$ cat config.mk
export PLATFORM = sky130hd
export DESIGN_NAME = tracker_pattern_cell_decoder_unit
export DESIGN_NICKNAME = d
export VERILOG_FILES = /design/src/sv/tpcd_pkg.sv /design/src/sv/tpcd_div.sv /design/src/sv/tracker_pattern_cell_decoder_unit.sv
export SDC_FILE = /design/constraint.sdc
export NUM_CORES = 1
export LEC_CHECK = 0
export ABC_AREA = 1
export ABC_CLOCK_PERIOD_IN_PS = 6900
export BUFFER_PORTS_ARGS = -buffer_cell sky130_fd_sc_hd__buf_2
export CORE_ASPECT_RATIO = 1.1
export CORE_UTILIZATION = 60
export CTS_BUF_LIST = sky130_fd_sc_hd__clkbuf_16
export CTS_CLUSTER_DIAMETER = 50
export CTS_CLUSTER_SIZE = 16
export DETAILED_ROUTE_END_ITERATION = 16
export PLACE_DENSITY = 0.86
export SYNTH_ARGS = -nofsm -noshare
export SYNTH_HDL_FRONTEND = slang
export SYNTH_SLANG_ARGS = --single-unit
$ cat constraint.sdc
create_clock -name clk -period 6.9 [get_ports clk]
set_input_delay 0.69 -clock clk [delete_from_list [all_inputs] [get_ports clk]]
set_output_delay 0.69 -clock clk [all_outputs]
set_load 0.1 [all_outputs]
$ cat src/sv/tpcd_pkg.sv
// Shared types, constants and the tempo scaling table of the tracker pattern cell decoder.
package tpcd_pkg;

    localparam int CHANNELS_DEF = 4;
    localparam int ROWS_DEF     = 64;

    localparam int DIV_W     = 18;
    localparam int DEN_W     = 17;
    localparam int DIV_CNT_W = $clog2(DIV_W + 1);

    typedef struct packed {
        logic               start;
        logic [DIV_W-1:0]   dividend;
        logic [DEN_W-1:0]   divisor;
    } div_req_t;

    typedef struct packed {
        logic               done;
        logic [DIV_W-1:0]   quotient;
    } div_rsp_t;

    localparam logic CFG_FORMAT_VERSION = 1'b0;
    localparam logic CFG_MIN_BPM        = 1'b1;

    localparam logic [7:0] FORMAT_VERSION_RST = 8'd221;
    localparam logic [6:0] MIN_BPM_RST        = 7'd20;

    localparam logic [7:0] VER_1_10 = 8'd110;
    localparam logic [7:0] VER_2_00 = 8'd200;
    localparam logic [7:0] VER_2_21 = 8'd221;

    localparam logic [7:0] CODE_EMPTY_A = 8'd251;
    localparam logic [7:0] CODE_EMPTY_B = 8'd252;
    localparam logic [7:0] CODE_KEY_OFF = 8'd253;
    localparam logic [7:0] NOTE_KEY_OFF = 8'd254;
    localparam logic [7:0] NOTE_NONE    = 8'd255;

    localparam logic [1:0] NK_NONE    = 2'd0;
    localparam logic [1:0] NK_PITCH   = 2'd1;
    localparam logic [1:0] NK_KEY_OFF = 2'd2;

    localparam logic [3:0] EFF_NONE  = 4'd0;
    localparam logic [3:0] EFF_SPEED = 4'd1;
    localparam logic [3:0] EFF_BREAK = 4'd3;
    localparam logic [3:0] EFF_LAST  = 4'd10;

    localparam logic [6:0]       VOL_MAX       = 7'h40;
    localparam logic [14:0]      MIX_RATE      = 15'd23863;
    localparam logic [DIV_W-1:0] BPM_NUM       = 18'd119315;
    localparam logic [DIV_W-1:0] BPM_NO_FRAMES = 18'd125;
    localparam logic [8:0]       DIV_BASE      = 9'd50;

    function automatic logic [7:0] tick_scale(input logic [3:0] idx);
        logic [7:0] f;
        unique case (idx)
            4'd0:    f = 8'd140;
            4'd1:    f = 8'd50;
            4'd2:    f = 8'd25;
            4'd3:    f = 8'd15;
            4'd4:    f = 8'd10;
            4'd5:    f = 8'd7;
            4'd6:    f = 8'd6;
            4'd7:    f = 8'd4;
            4'd8:    f = 8'd3;
            4'd9:    f = 8'd3;
            4'd10:   f = 8'd2;
            4'd11:   f = 8'd2;
            4'd12:   f = 8'd2;
            4'd13:   f = 8'd2;
            default: f = 8'd1;
        endcase
        return f;
    endfunction

endpackage

$ cat src/sv/tpcd_div.sv
// Shared restoring divider, one quotient bit per cycle.
module tpcd_div
(
    input  logic                clk,
    input  logic                rst_n,
    input  tpcd_pkg::div_req_t  req,
    output tpcd_pkg::div_rsp_t  rsp
);

    logic [tpcd_pkg::DIV_W-1:0]     rem_reg;
    logic [tpcd_pkg::DIV_W-1:0]     quo_reg;
    logic [tpcd_pkg::DEN_W-1:0]     den_reg;
    logic [tpcd_pkg::DIV_CNT_W-1:0] cnt_reg;
    logic                           done_reg;
    logic [tpcd_pkg::DIV_W:0]       diff;
    logic [tpcd_pkg::DIV_W-1:0]     shifted;

    assign shifted = {rem_reg[tpcd_pkg::DIV_W-2:0], quo_reg[tpcd_pkg::DIV_W-1]};
    assign diff    = {1'b0, shifted} - (tpcd_pkg::DIV_W + 1)'(den_reg);

    always_ff @(posedge clk or negedge rst_n)
    begin
        if (!rst_n)
        begin
            rem_reg  <= '0;
            quo_reg  <= '0;
            den_reg  <= '0;
            cnt_reg  <= '0;
            done_reg <= 1'b0;
        end
        else if (req.start)
        begin
            rem_reg  <= '0;
            quo_reg  <= req.dividend;
            den_reg  <= req.divisor;
            cnt_reg  <= tpcd_pkg::DIV_CNT_W'(tpcd_pkg::DIV_W);
            done_reg <= 1'b0;
        end
        else if (cnt_reg != '0)
        begin
            if (!diff[tpcd_pkg::DIV_W])
            begin
                rem_reg <= diff[tpcd_pkg::DIV_W-1:0];
                quo_reg <= {quo_reg[tpcd_pkg::DIV_W-2:0], 1'b1};
            end
            else
            begin
                rem_reg <= shifted;
                quo_reg <= {quo_reg[tpcd_pkg::DIV_W-2:0], 1'b0};
            end
            cnt_reg  <= cnt_reg - 1'b1;
            done_reg <= (cnt_reg == tpcd_pkg::DIV_CNT_W'(1));
        end
        else
        begin
            done_reg <= 1'b0;
        end
    end

    assign rsp.done     = done_reg;
    assign rsp.quotient = quo_reg;

endmodule

$ cat src/sv/tracker_pattern_cell_decoder_unit.sv
// Top level of the tracker pattern cell decoder: byte sequencer, speed conversion, output word.
//
// Pattern bytes enter on data_byte under in_valid/in_stall; one decoded cell leaves per
// completed cell under out_valid/out_stall, tagged with channel, row and last_of_pattern.
// Configuration (format version, tempo floor) is written through cfg_write/cfg_index/cfg_data;
// the user must write it only while the decoder is idle; the block itself does not enforce this.
// Flow: a byte that opens or continues a four-byte cell leaves in_stall low. A one-byte cell
// holds in_stall through ST_EMIT, a plain four-byte cell through ST_PREP and ST_EMIT. A speed
// cell that carries a tempo also passes ST_SETUP, ST_DIV1, ST_LAUNCH2 and ST_DIV2: up to two
// passes of the shared 18-bit restoring divider (one quotient bit a cycle), frames =
// 23863/divisor and then bpm = (119315+frames)/(2*frames).
// The output word sits in a register; new bytes are taken while it waits. A finished cell
// is held internally (in_stall high) until the receiver has taken the previous word.
// Reset clears the byte position, the channel/row counters and out_valid, and loads
// version 221 and a floor of 20 BPM.
module tracker_pattern_cell_decoder_unit
#(
    parameter int CHANNELS = tpcd_pkg::CHANNELS_DEF,
    parameter int ROWS     = tpcd_pkg::ROWS_DEF
)
(
    input  logic       clk,
    input  logic       rst_n,
    input  logic       in_valid,
    output logic       in_stall,
    input  logic [7:0] data_byte,
    output logic       out_valid,
    input  logic       out_stall,
    output logic [1:0] channel,
    output logic [5:0] row,
    output logic       last_of_pattern,
    output logic       cell_empty,
    output logic [1:0] note_kind,
    output logic [7:0] note,
    output logic [4:0] instrument,
    output logic [6:0] volume,
    output logic [3:0] effect,
    output logic [7:0] effect_param,
    output logic       has_tempo,
    output logic [6:0] tempo_bpm,
    input  logic       cfg_write,
    input  logic       cfg_index,
    input  logic [7:0] cfg_data
);

    localparam logic [1:0] LAST_CH  = 2'(CHANNELS - 1);
    localparam logic [5:0] LAST_ROW = 6'(ROWS - 1);

    typedef enum logic [2:0] {
        ST_IDLE,
        ST_PREP,
        ST_SETUP,
        ST_DIV1,
        ST_LAUNCH2,
        ST_DIV2,
        ST_EMIT
    } state_t;

    state_t                      state_reg;
    logic [1:0]                  pos_reg;
    logic [7:0]                  note_byte_reg;
    logic [7:0]                  inst_byte_reg;
    logic [7:0]                  eff_byte_reg;
    logic [7:0]                  param_reg;
    logic                        short_reg;
    logic                        key_off_reg;
    logic [7:0]                  spd_reg;
    logic [3:0]                  factor_reg;
    logic                        neg_reg;
    logic [15:0]                 frames_reg;
    logic [tpcd_pkg::DIV_W-1:0]  bpm_reg;
    logic [1:0]                  chan_reg;
    logic [5:0]                  row_reg;
    logic [7:0]                  version_reg;
    logic [6:0]                  min_bpm_reg;

    logic                        out_valid_reg;
    logic [1:0]                  channel_reg;
    logic [5:0]                  row_out_reg;
    logic                        last_reg;
    logic                        empty_reg;
    logic [1:0]                  note_kind_reg;
    logic [7:0]                  note_reg;
    logic [4:0]                  instrument_reg;
    logic [6:0]                  volume_reg;
    logic [3:0]                  effect_reg;
    logic [7:0]                  param_out_reg;
    logic                        has_tempo_reg;
    logic [6:0]                  tempo_reg;

    tpcd_pkg::div_req_t          div_req;
    tpcd_pkg::div_rsp_t          div_rsp;

    logic                        in_fire;
    logic                        emit_ok;
    logic                        short_code;

    logic [15:0]                 div10_prod;
    logic [7:0]                  spd10;
    logic [7:0]                  rem10;
    logic [7:0]                  spd_next;
    logic [3:0]                  factor_next;
    logic                        tempo_needed;

    logic [3:0]                  tab_idx;
    logic [11:0]                 tab_prod;
    logic [8:0]                  div_s;
    logic [8:0]                  div_mag;
    logic [15:0]                 frames_next;

    logic                        last_ch;
    logic                        last_row;
    logic [6:0]                  vol_raw;
    logic [6:0]                  vol_next;
    logic [1:0]                  note_kind_next;
    logic [7:0]                  note_next;
    logic [3:0]                  eff_nib;
    logic [3:0]                  effect_next;
    logic [7:0]                  param_next;
    logic                        has_tempo_next;
    logic [6:0]                  tempo_next;

    assign in_stall   = (state_reg != ST_IDLE);
    assign in_fire    = in_valid && !in_stall;
    assign emit_ok    = !out_valid_reg || !out_stall;
    assign short_code = (data_byte == tpcd_pkg::CODE_EMPTY_A)
                     || (data_byte == tpcd_pkg::CODE_EMPTY_B)
                     || (data_byte == tpcd_pkg::CODE_KEY_OFF);

    // parameter / 10 by reciprocal, exact for 8-bit values
    always_comb
    begin
        div10_prod   = 16'(param_reg) * 16'd205;
        spd10        = {3'b000, div10_prod[15:11]};
        rem10        = param_reg - {spd10[4:0], 3'b000} - {spd10[6:0], 1'b0};
        tempo_needed = (eff_byte_reg[3:0] == tpcd_pkg::EFF_SPEED) && (param_reg != 8'd0)
                    && (version_reg >= tpcd_pkg::VER_1_10);
        if (version_reg >= tpcd_pkg::VER_2_21)
        begin
            spd_next    = {4'h0, param_reg[7:4]};
            factor_next = param_reg[3:0];
        end
        else if (version_reg >= tpcd_pkg::VER_1_10)
        begin
            spd_next    = spd10;
            factor_next = rem10[3:0];
        end
        else
        begin
            spd_next    = param_reg;
            factor_next = 4'h0;
        end
    end

    always_comb
    begin
        tab_idx     = (spd_reg > 8'd15) ? 4'hf : spd_reg[3:0];
        tab_prod    = 12'(tpcd_pkg::tick_scale(tab_idx)) * 12'(factor_reg);
        div_s       = tpcd_pkg::DIV_BASE - {1'b0, tab_prod[11:4]};
        div_mag     = div_s[8] ? (9'd0 - div_s) : div_s;
        frames_next = neg_reg ? (16'd0 - div_rsp.quotient[15:0]) : div_rsp.quotient[15:0];
    end

    always_comb
    begin
        div_req.start    = ((state_reg == ST_SETUP) && (div_s != 9'd0))
                        || ((state_reg == ST_LAUNCH2) && (frames_reg != 16'd0));
        if (state_reg == ST_SETUP)
        begin
            div_req.dividend = tpcd_pkg::DIV_W'(tpcd_pkg::MIX_RATE);
            div_req.divisor  = tpcd_pkg::DEN_W'(div_mag);
        end
        else
        begin
            div_req.dividend = tpcd_pkg::BPM_NUM + tpcd_pkg::DIV_W'(frames_reg);
            div_req.divisor  = {frames_reg, 1'b0};
        end
    end

    tpcd_div u_div
    (
        .clk   (clk),
        .rst_n (rst_n),
        .req   (div_req),
        .rsp   (div_rsp)
    );

    always_comb
    begin
        last_ch  = (chan_reg >= LAST_CH);
        last_row = (row_reg >= LAST_ROW);

        note_kind_next = tpcd_pkg::NK_NONE;
        note_next      = 8'd0;
        if (note_byte_reg == tpcd_pkg::NOTE_KEY_OFF)
        begin
            note_kind_next = tpcd_pkg::NK_KEY_OFF;
        end
        else if (note_byte_reg != tpcd_pkg::NOTE_NONE)
        begin
            note_kind_next = tpcd_pkg::NK_PITCH;
            note_next      = 8'd37 + 8'(note_byte_reg[3:0])
                           + 8'({4'h0, note_byte_reg[7:4]} * 8'd12);
        end

        vol_raw = 7'(inst_byte_reg[2:0]) + {eff_byte_reg[7:4], 3'b000};
        if (version_reg >= tpcd_pkg::VER_2_00)
            vol_next = (vol_raw > tpcd_pkg::VOL_MAX) ? 7'd0 : vol_raw + 7'd1;
        else if (vol_raw == 7'd0)
            vol_next = 7'd0;
        else
            vol_next = (vol_raw > tpcd_pkg::VOL_MAX) ? 7'd1 : vol_raw + 7'd1;

        eff_nib        = eff_byte_reg[3:0];
        effect_next    = eff_nib;
        param_next     = param_reg;
        has_tempo_next = 1'b0;
        tempo_next     = 7'd0;
        if ((eff_nib == tpcd_pkg::EFF_NONE) || (eff_nib > tpcd_pkg::EFF_LAST))
        begin
            effect_next = tpcd_pkg::EFF_NONE;
            param_next  = 8'd0;
        end
        else if (eff_nib == tpcd_pkg::EFF_BREAK)
        begin
            param_next = 8'd0;
        end
        else if (eff_nib == tpcd_pkg::EFF_SPEED)
        begin
            if (param_reg == 8'd0)
            begin
                effect_next = tpcd_pkg::EFF_NONE;
            end
            else
            begin
                param_next     = (spd_reg == 8'd0) ? 8'd1 : spd_reg;
                has_tempo_next = tempo_needed;
                if (tempo_needed)
                    tempo_next = (bpm_reg < tpcd_pkg::DIV_W'(min_bpm_reg))
                               ? min_bpm_reg : bpm_reg[6:0];
            end
        end
    end

    always_ff @(posedge clk or negedge rst_n)
    begin
        if (!rst_n)
        begin
            version_reg <= tpcd_pkg::FORMAT_VERSION_RST;
            min_bpm_reg <= tpcd_pkg::MIN_BPM_RST;
        end
        else if (cfg_write)
        begin
            unique case (cfg_index)
                tpcd_pkg::CFG_FORMAT_VERSION: version_reg <= cfg_data;
                tpcd_pkg::CFG_MIN_BPM:        min_bpm_reg <= cfg_data[6:0];
                default:                      version_reg <= version_reg;
            endcase
        end
    end

    always_ff @(posedge clk or negedge rst_n)
    begin
        if (!rst_n)
        begin
            state_reg      <= ST_IDLE;
            pos_reg        <= 2'd0;
            note_byte_reg  <= 8'd0;
            inst_byte_reg  <= 8'd0;
            eff_byte_reg   <= 8'd0;
            param_reg      <= 8'd0;
            short_reg      <= 1'b0;
            key_off_reg    <= 1'b0;
            spd_reg        <= 8'd0;
            factor_reg     <= 4'd0;
            neg_reg        <= 1'b0;
            frames_reg     <= 16'd0;
            bpm_reg        <= '0;
            chan_reg       <= 2'd0;
            row_reg        <= 6'd0;
            out_valid_reg  <= 1'b0;
            channel_reg    <= 2'd0;
            row_out_reg    <= 6'd0;
            last_reg       <= 1'b0;
            empty_reg      <= 1'b0;
            note_kind_reg  <= tpcd_pkg::NK_NONE;
            note_reg       <= 8'd0;
            instrument_reg <= 5'd0;
            volume_reg     <= 7'd0;
            effect_reg     <= tpcd_pkg::EFF_NONE;
            param_out_reg  <= 8'd0;
            has_tempo_reg  <= 1'b0;
            tempo_reg      <= 7'd0;
        end
        else
        begin
            if (out_valid_reg && !out_stall && (state_reg != ST_EMIT))
                out_valid_reg <= 1'b0;

            unique case (state_reg)
                ST_IDLE:
                begin
                    if (in_fire)
                    begin
                        unique case (pos_reg)
                            2'd0:
                            begin
                                if (short_code)
                                begin
                                    short_reg   <= 1'b1;
                                    key_off_reg <= (data_byte == tpcd_pkg::CODE_KEY_OFF);
                                    state_reg   <= ST_EMIT;
                                end
                                else
                                begin
                                    note_byte_reg <= data_byte;
                                    pos_reg       <= 2'd1;
                                end
                            end
                            2'd1:
                            begin
                                inst_byte_reg <= data_byte;
                                pos_reg       <= 2'd2;
                            end
                            2'd2:
                            begin
                                eff_byte_reg <= data_byte;
                                pos_reg      <= 2'd3;
                            end
                            default:
                            begin
                                param_reg <= data_byte;
                                short_reg <= 1'b0;
                                pos_reg   <= 2'd0;
                                state_reg <= ST_PREP;
                            end
                        endcase
                    end
                end
                ST_PREP:
                begin
                    spd_reg    <= spd_next;
                    factor_reg <= factor_next;
                    state_reg  <= tempo_needed ? ST_SETUP : ST_EMIT;
                end
                ST_SETUP:
                begin
                    neg_reg <= div_s[8];
                    if (div_s == 9'd0)
                    begin
                        frames_reg <= 16'hffff;
                        state_reg  <= ST_LAUNCH2;
                    end
                    else
                    begin
                        state_reg <= ST_DIV1;
                    end
                end
                ST_DIV1:
                begin
                    if (div_rsp.done)
                    begin
                        frames_reg <= frames_next;
                        state_reg  <= ST_LAUNCH2;
                    end
                end
                ST_LAUNCH2:
                begin
                    if (frames_reg == 16'd0)
                    begin
                        bpm_reg   <= tpcd_pkg::BPM_NO_FRAMES;
                        state_reg <= ST_EMIT;
                    end
                    else
                    begin
                        state_reg <= ST_DIV2;
                    end
                end
                ST_DIV2:
                begin
                    if (div_rsp.done)
                    begin
                        bpm_reg   <= div_rsp.quotient;
                        state_reg <= ST_EMIT;
                    end
                end
                ST_EMIT:
                begin
                    if (emit_ok)
                    begin
                        out_valid_reg <= 1'b1;
                        channel_reg   <= chan_reg;
                        row_out_reg   <= row_reg;
                        last_reg      <= last_ch && last_row;
                        if (last_ch)
                        begin
                            chan_reg <= 2'd0;
                            row_reg  <= last_row ? 6'd0 : row_reg + 6'd1;
                        end
                        else
                        begin
                            chan_reg <= chan_reg + 2'd1;
                        end
                        if (short_reg)
                        begin
                            empty_reg      <= !key_off_reg;
                            note_kind_reg  <= key_off_reg ? tpcd_pkg::NK_KEY_OFF
                                                          : tpcd_pkg::NK_NONE;
                            note_reg       <= 8'd0;
                            instrument_reg <= 5'd0;
                            volume_reg     <= 7'd0;
                            effect_reg     <= tpcd_pkg::EFF_NONE;
                            param_out_reg  <= 8'd0;
                            has_tempo_reg  <= 1'b0;
                            tempo_reg      <= 7'd0;
                        end
                        else
                        begin
                            empty_reg      <= 1'b0;
                            note_kind_reg  <= note_kind_next;
                            note_reg       <= note_next;
                            instrument_reg <= inst_byte_reg[7:3];
                            volume_reg     <= vol_next;
                            effect_reg     <= effect_next;
                            param_out_reg  <= param_next;
                            has_tempo_reg  <= has_tempo_next;
                            tempo_reg      <= tempo_next;
                        end
                        state_reg <= ST_IDLE;
                    end
                end
                default:
                begin
                    state_reg <= ST_IDLE;
                end
            endcase
        end
    end

    assign out_valid       = out_valid_reg;
    assign channel         = channel_reg;
    assign row             = row_out_reg;
    assign last_of_pattern = last_reg;
    assign cell_empty      = empty_reg;
    assign note_kind       = note_kind_reg;
    assign note            = note_reg;
    assign instrument      = instrument_reg;
    assign volume          = volume_reg;
    assign effect          = effect_reg;
    assign effect_param    = param_out_reg;
    assign has_tempo       = has_tempo_reg;
    assign tempo_bpm       = tempo_reg;

endmodule
# Word level (Yosys, flattened, before mapping)
# Memories as Yosys holds them, arrays and structs flattened.
# Cells that the tools add are included.
# classes
add_sub_neg	14
mul	3
div_mod_pow	0
n_lt_le_gt_ge	9
n_eq_ne	27
n_shift	0
mux	80
n_bitwise	4
reduce_logical	49
# op_table
op	n
$mux 8	11
$mux 7	12
$mux 18	4
$mux 17	3
$mux 16	3
$pmux 18 s2	1
$mux 35	1
$eq 8x8->1 const B	4
$mux 4	8
$pmux 16 s2	1
$mux 3	7
$pmux 3 s7	1
$reduce_and 3->1	7
$sub 18x17->19	1
$add 17x16->18 const A	1
$lt 18x7->1	1
$ge 8x8->1 const B	2
$logic_not 16->1	1
$logic_not 8->1	2
$mul 8x8->16 const B	1
$reduce_bool 16->1	1
$sub 1x16->16 const A	1
$mux 5	3
$mux 1	14
other kinds (55)	95
# totals
regBits	220
latchBits	0
mem_bits_rw	0
romBits	112
input_bits	22
output_inout_bits	54
elab_cells	222
mem_count	1
# memory_table
name	depth	width	read_ports	rd_ports_with_merged_regs	wr	line	source
(name not given)	16	7	1	0	0	tpcd_pkg.sv:55	unique case (idx)

# Logic depth before layout (Yosys ltp)
# depth
ltp_word	9
mapped_depth	37
depth_no_buf	35

# Modules after synthesis
# Synthesis repeated with hierarchy kept, for this count alone.
# hier_totals
cells_unflattened	1957
area_unflattened_um2	14742.9
# by_module_without_submodules
mod	n_inst	cells_each	area_per_inst_um2	seq_area_each_um2
tracker_pattern_cell_decoder_unit	1	1430	10969.3	4063.9
tpcd_div	1	527	3773.6	1451.4

# Least setup slack after synthesis
# Ideal clock, no wire load.
# synth_path
kind	register to register
from	register spd_reg[5]
to	register u_div.quo_reg[14] in the netlist's numbering
setup_time_ns	0.126
arrival_time_ns	4.695
t_required_ns	6.774
setup_slack_ns	2.079
path_stages_with_launch	30
path_buffers	3
synth_period_minus_slack_ns	4.821
path_cell_list	dfrtp_1 > nor2_4 > nand2_1 > nor2_1 > inv_1 > ha_1 > nand2_1 > nor2_1 > fa_1 > inv_1 > fa_1 > inv_1 > ha_1 > a21oi_1 > nor3_1 > a211oi_1 > nand2_4 > xor2_4 > nor2_1 > nor2_2 > nand2_1 > nor2_2 > nand3_1 > nand2_1 > buf_6 > nand2_2 > buf_6 > buf_6 > nand2_1 > nand3_1
# synth_between
elab_chain_cells	9
word_cells_on_any_way	10
classes_between	add/sub: 1; mul: 1; order compare: 1; mux: 2; reduce/logical: 4; memory: 1
# synth_rtl
element	line	source
start, declared	tracker_pattern_cell_decoder_unit.sv:67	logic [7:0] spd_reg;
start signal, assigned	tracker_pattern_cell_decoder_unit.sv:342	spd_reg <= spd_next;
$gt 8x4->1 (*)	tracker_pattern_cell_decoder_unit.sv:157	tab_idx = (spd_reg > 8'd15) ? 4'hf : spd_reg[3:0];
$mux 4 (*)	tracker_pattern_cell_decoder_unit.sv:157	
$mem_v2 16x7 (*)	-	
$mul 8x4->12 (*)	tracker_pattern_cell_decoder_unit.sv:158	tab_prod = 12'(tpcd_pkg::tick_scale(tab_idx)) * 12'(factor_reg);
$sub 6x8->9 (*)	tracker_pattern_cell_decoder_unit.sv:159	div_s = tpcd_pkg::DIV_BASE - {1'b0, tab_prod[11:4]};
$reduce_bool 9->1 (*)	tracker_pattern_cell_decoder_unit.sv:166	div_req.start = ((state_reg == ST_SETUP) && (div_s != 9'd0))
$logic_and 1x1->1 (*)	tracker_pattern_cell_decoder_unit.sv:166	
$logic_or 1x1->1 (*)	tracker_pattern_cell_decoder_unit.sv:167	|| ((state_reg == ST_LAUNCH2) && (frames_reg != 16'd0));
$mux 18 or $reduce_bool 2->1 (tied branches)	-	
end signal, assigned	tpcd_div.sv:34	quo_reg <= req.dividend;
end signal, assigned	tpcd_div.sv:44	quo_reg <= {quo_reg[tpcd_pkg::DIV_W-2:0], 1'b1};
end signal, assigned	tpcd_div.sv:49	quo_reg <= {quo_reg[tpcd_pkg::DIV_W-2:0], 1'b0};
end, declared	tpcd_div.sv:11	logic [tpcd_pkg::DIV_W-1:0] quo_reg;
# Mark *: on every way between the ends. The rest lies on a longest branch, timed or not.
# A chain may end at the register's enable or synchronous reset.

# Final worst setup path
# layout_path
from	register spd_reg[5]
to	register frames_reg[14]
# layout_between
elab_chain_cells	8
# layout_rtl
element	line	source
$gt 8x4->1	tracker_pattern_cell_decoder_unit.sv:157	
$mux 4	tracker_pattern_cell_decoder_unit.sv:157	
$mem_v2 16x7	-	
$mul 8x4->12	tracker_pattern_cell_decoder_unit.sv:158	
$sub 6x8->9	tracker_pattern_cell_decoder_unit.sv:159	
$logic_not 9->1	tracker_pattern_cell_decoder_unit.sv:349	if (div_s == 9'd0)
$ne 2x1->1 (no line)	-	
$reduce_and 3->1 (no line)	-	
end signal, assigned	tracker_pattern_cell_decoder_unit.sv:363	frames_reg <= frames_next;
end, declared	tracker_pattern_cell_decoder_unit.sv:70	logic [15:0] frames_reg;
# No other way between the ends.

==> flow_metrics.env <==
export IMPL_antenna_left=0
export IMPL_cts_resized=0
export IMPL_synth_nets=1996
export IMPL_synth_seq_cells=220
export IMPL_grt_max_degree=104
export IMPL_yosysWarningCount=0
export IMPL_cts_sinks=220
export IMPL_drc=0
export IMPL_grt_usage=0.292
export IMPL_reg2reg_setup_slack_ps=1060
export IMPL_run_status="finished, final reports clean"
export IMPL_min_path_type="in2async"
export IMPL_max_cap_viol_count=0
export IMPL_layout_drive_gt1_share=0.102
export IMPL_die_w_um=150
export IMPL_path_clk_slew_ps=70
export IMPL_synth_edff_count=0
export IMPL_synth_area_top_cells="dfrtp_1 37%, nand2_1 10%, ha_1 10%"
export IMPL_start_kind="flop"
export IMPL_row_count=59
export IMPL_tightest_slew_ps=1080
export IMPL_yosysSeqAreaShare=0.384
export IMPL_synthDistinctLibCells=57
export IMPL_io_pins=76
export IMPL_slew_headroom=0.275
export IMPL_synth_area_um2=14400
export IMPL_io_buffer_count=75
export IMPL_r2r_end="frames_reg[14]"
export IMPL_wl_mm=34.8
export IMPL_post_cts_buffers=0
export IMPL_worst_slack_ps=1060
export IMPL_place_hpwl_mm=24.9
export IMPL_nFillCells=1765
export IMPL_drt_initial_drc_count=1085
export IMPL_cts_root_buffer="clkbuf_16"
export IMPL_vias=12800
export IMPL_grt_pass1_wl_mm=58.2
export IMPL_synthArstFlopShare=1.00
export IMPL_rr_worst_depth=26
export IMPL_wl_per_cell_um=15.6
export IMPL_period_needed_ps=5840
export IMPL_routed_via_density=5.75
export IMPL_first_pass_iters=8
export IMPL_die_y_um=164
export IMPL_synth_largest_area_cell="dfrtp_1"
export IMPL_r2r_start="spd_reg[5]"
export IMPL_cts_buffer_depth=3
export IMPL_postSynthCellCount=1836
export IMPL_initial_core_util=0.610
export IMPL_cp_max_fo=32
export IMPL_cts_made_buffers=26
export IMPL_timing_final_max_slew_violations=0
export IMPL_setup_tns_ps=0
export IMPL_crit_arrival_ps=6240
export IMPL_worst_path_max_delay_cell="fa_1"
export IMPL_endpoint_kind="flop"
export IMPL_antenna_found_initial=1
export IMPL_crit_top_cell="nand2_1"
export IMPL_gp_congestion=0.885
export IMPL_rsz0062_at_grt="false"
export IMPL_synthFlopType="dfrtp_1"
export IMPL_fin_skew_ps=33.4
export IMPL_yosysTopAreaCellShare=0.369
export IMPL_cts_max_level=1
export IMPL_worstSetupPathType="reg2reg"
export IMPL_min_period_over_period=0.847
export IMPL_critPathMaxStageDelay_ps=540
export IMPL_pre_cts_ws_ps=1130
export IMPL_hold_viol=0
export IMPL_nNetsFinal=2063
export IMPL_overflow=0
export IMPL_die_area_um2=24600
export IMPL_required_ps=7300
export IMPL_fp_coreArea_um2=23500
export IMPL_clock_fmax_mhz=171
export IMPL_cts_tree="built"
export IMPL_synth_area_per_cell_um2=7.82
export IMPL_setup_viol=0
export IMPL_grt_pass1_vias=12400
export IMPL_insertion_delay_ps=550
export IMPL_hold_buffers=0
export IMPL_syn2layout_area_growth_pct=10.8
-- critical path, delay by kind of cell, from the launching register on --
family | cells | cell delay (ps)
adder cells (fa/ha/maj) | 3 | 1410
XOR/XNOR | 1 | 220
AND/OR/NAND/NOR | 14 | 2220
buffers and inverters | 4 | 480
flip-flops | 1 | 430
AO/OA/AOI/OAI | 4 | 920
-- worst max path at each step --
stage / startpoint / cells past startpoint / endpoint / slack, ps
floorplan: spd_reg[5] / 29 / u_div.quo_reg[14] / 2080
CTS: spd_reg[5] / 26 / frames_reg[14] / 1090
finish: spd_reg[5] / 26 / frames_reg[14] / 1060
global placement: spd_reg[5] / 27 / frames_reg[6] / 1340
global route: spd_reg[5] / 27 / frames_reg[3] / 380
detailed placement: spd_reg[5] / 25 / frames_reg[0] / 1130
-- cells in the mapped netlist (3+ instances only) --
cell and count:
nand3b_1 6, nand3_1 101, nor3_1 28, o21ai_2 5, o22ai_2 7, o221ai_1 4, a21o_1 4, a31oi_1 9
a21oi_1 77, a21boi_0 3, o22ai_1 4, o31ai_1 9, mux2_2 6, buf_6 6, dfstp_2 8, dfrtp_1 212
o21ai_0 188, clkbuf_1 38, fa_1 21, nor3_2 9, nand2_2 12, nor2_2 3, inv_1 273, nor4_1 3
o211ai_1 9, nand4_1 37, xor2_1 22, buf_2 3, nand2_1 399, xnor2_1 15, a211oi_1 4, nor2_1 161
ha_1 117, a21oi_2 4
-- per-stage QoR --
stage / hold WS [ps] / cells / instance area (µm²) / util
final: 160 / 2229 / 15900 / 0.676
after global routing: 238 / 2229 / 15900 / 0.676
after CTS: 215 / 2228 / 15900 / 0.676
after detailed placement: 460 / 2180 / 15000 / 0.637
after global placement: 458 / 2180 / 15000 / 0.637
after floorplan: 394 / 1836 / 14400 / -
-- final cells by class --
class                           instances  area [µm²]  share of cell area
Multi-Input combinational cell       1293        7590               0.477
Sequential cell                       220        5520               0.347
Inverter                              276        1040              0.0651
Clock buffer                           26         651              0.0409
Timing Repair Buffer                   86         468              0.0294
Tap cell                              305         382              0.0240
Clock inverter                         22         268              0.0168
Antenna cell                            1        2.50            0.000157
-- logic make-up (layout without fill, tap and decap cells) --
group | count (synthesis) | after routing | synth area share
AO/OA/AOI/OAI | 344 | 344 | 0.138
XOR/XNOR | 38 | 38 | 0.0245
adder cells (fa/ha/maj) | 138 | 138 | 0.131
buffers and inverters | 323 | 410 | 0.0878
flip-flops | 220 | 220 | 0.384
multiplexers | 6 | 6 | 0.00471
other | 0 | 1 | 0
AND/OR/NAND/NOR | 767 | 767 | 0.230
-- layout by cell type (no fill, tap or decap), drive strengths merged, types with 2 or more instances in the layout --
master | synthesis | routed
nand2 | 412 | 412
inv | 274 | 281
dfrtp | 212 | 212
o21ai | 194 | 194
nor2 | 166 | 166
ha | 117 | 117
nand3 | 102 | 102
buf | 9 | 86
a21oi | 81 | 81
nand4 | 37 | 37
nor3 | 37 | 37
clkbuf | 38 | 26
xor2 | 23 | 23
fa | 21 | 21
xnor2 | 15 | 15
clkinv | 2 | 14
o22ai | 11 | 11
o211ai | 9 | 9
a31oi | 9 | 9
o31ai | 9 | 9
dfstp | 8 | 8
nand3b | 6 | 6
mux2 | 6 | 6
a21o | 4 | 4
a211oi | 4 | 4
o221ai | 4 | 4
nor4 | 3 | 3
a21boi | 3 | 3
and2 | 2 | 2
o2111ai | 2 | 2
a32o | 2 | 2
or2 | 2 | 2
bufinv | 0 | 2
o21bai | 2 | 2
-- routing by layer --
metal	GRT usage	wire, µm
met4	0.107	1140
met1	0.368	14400
met2	0.508	16900
met5	0	0
met3	0.0381	2380
Power is left out: the tool's default activity adds up to more than one toggle a clock period on the data nets, which glitch-free logic cannot reach.
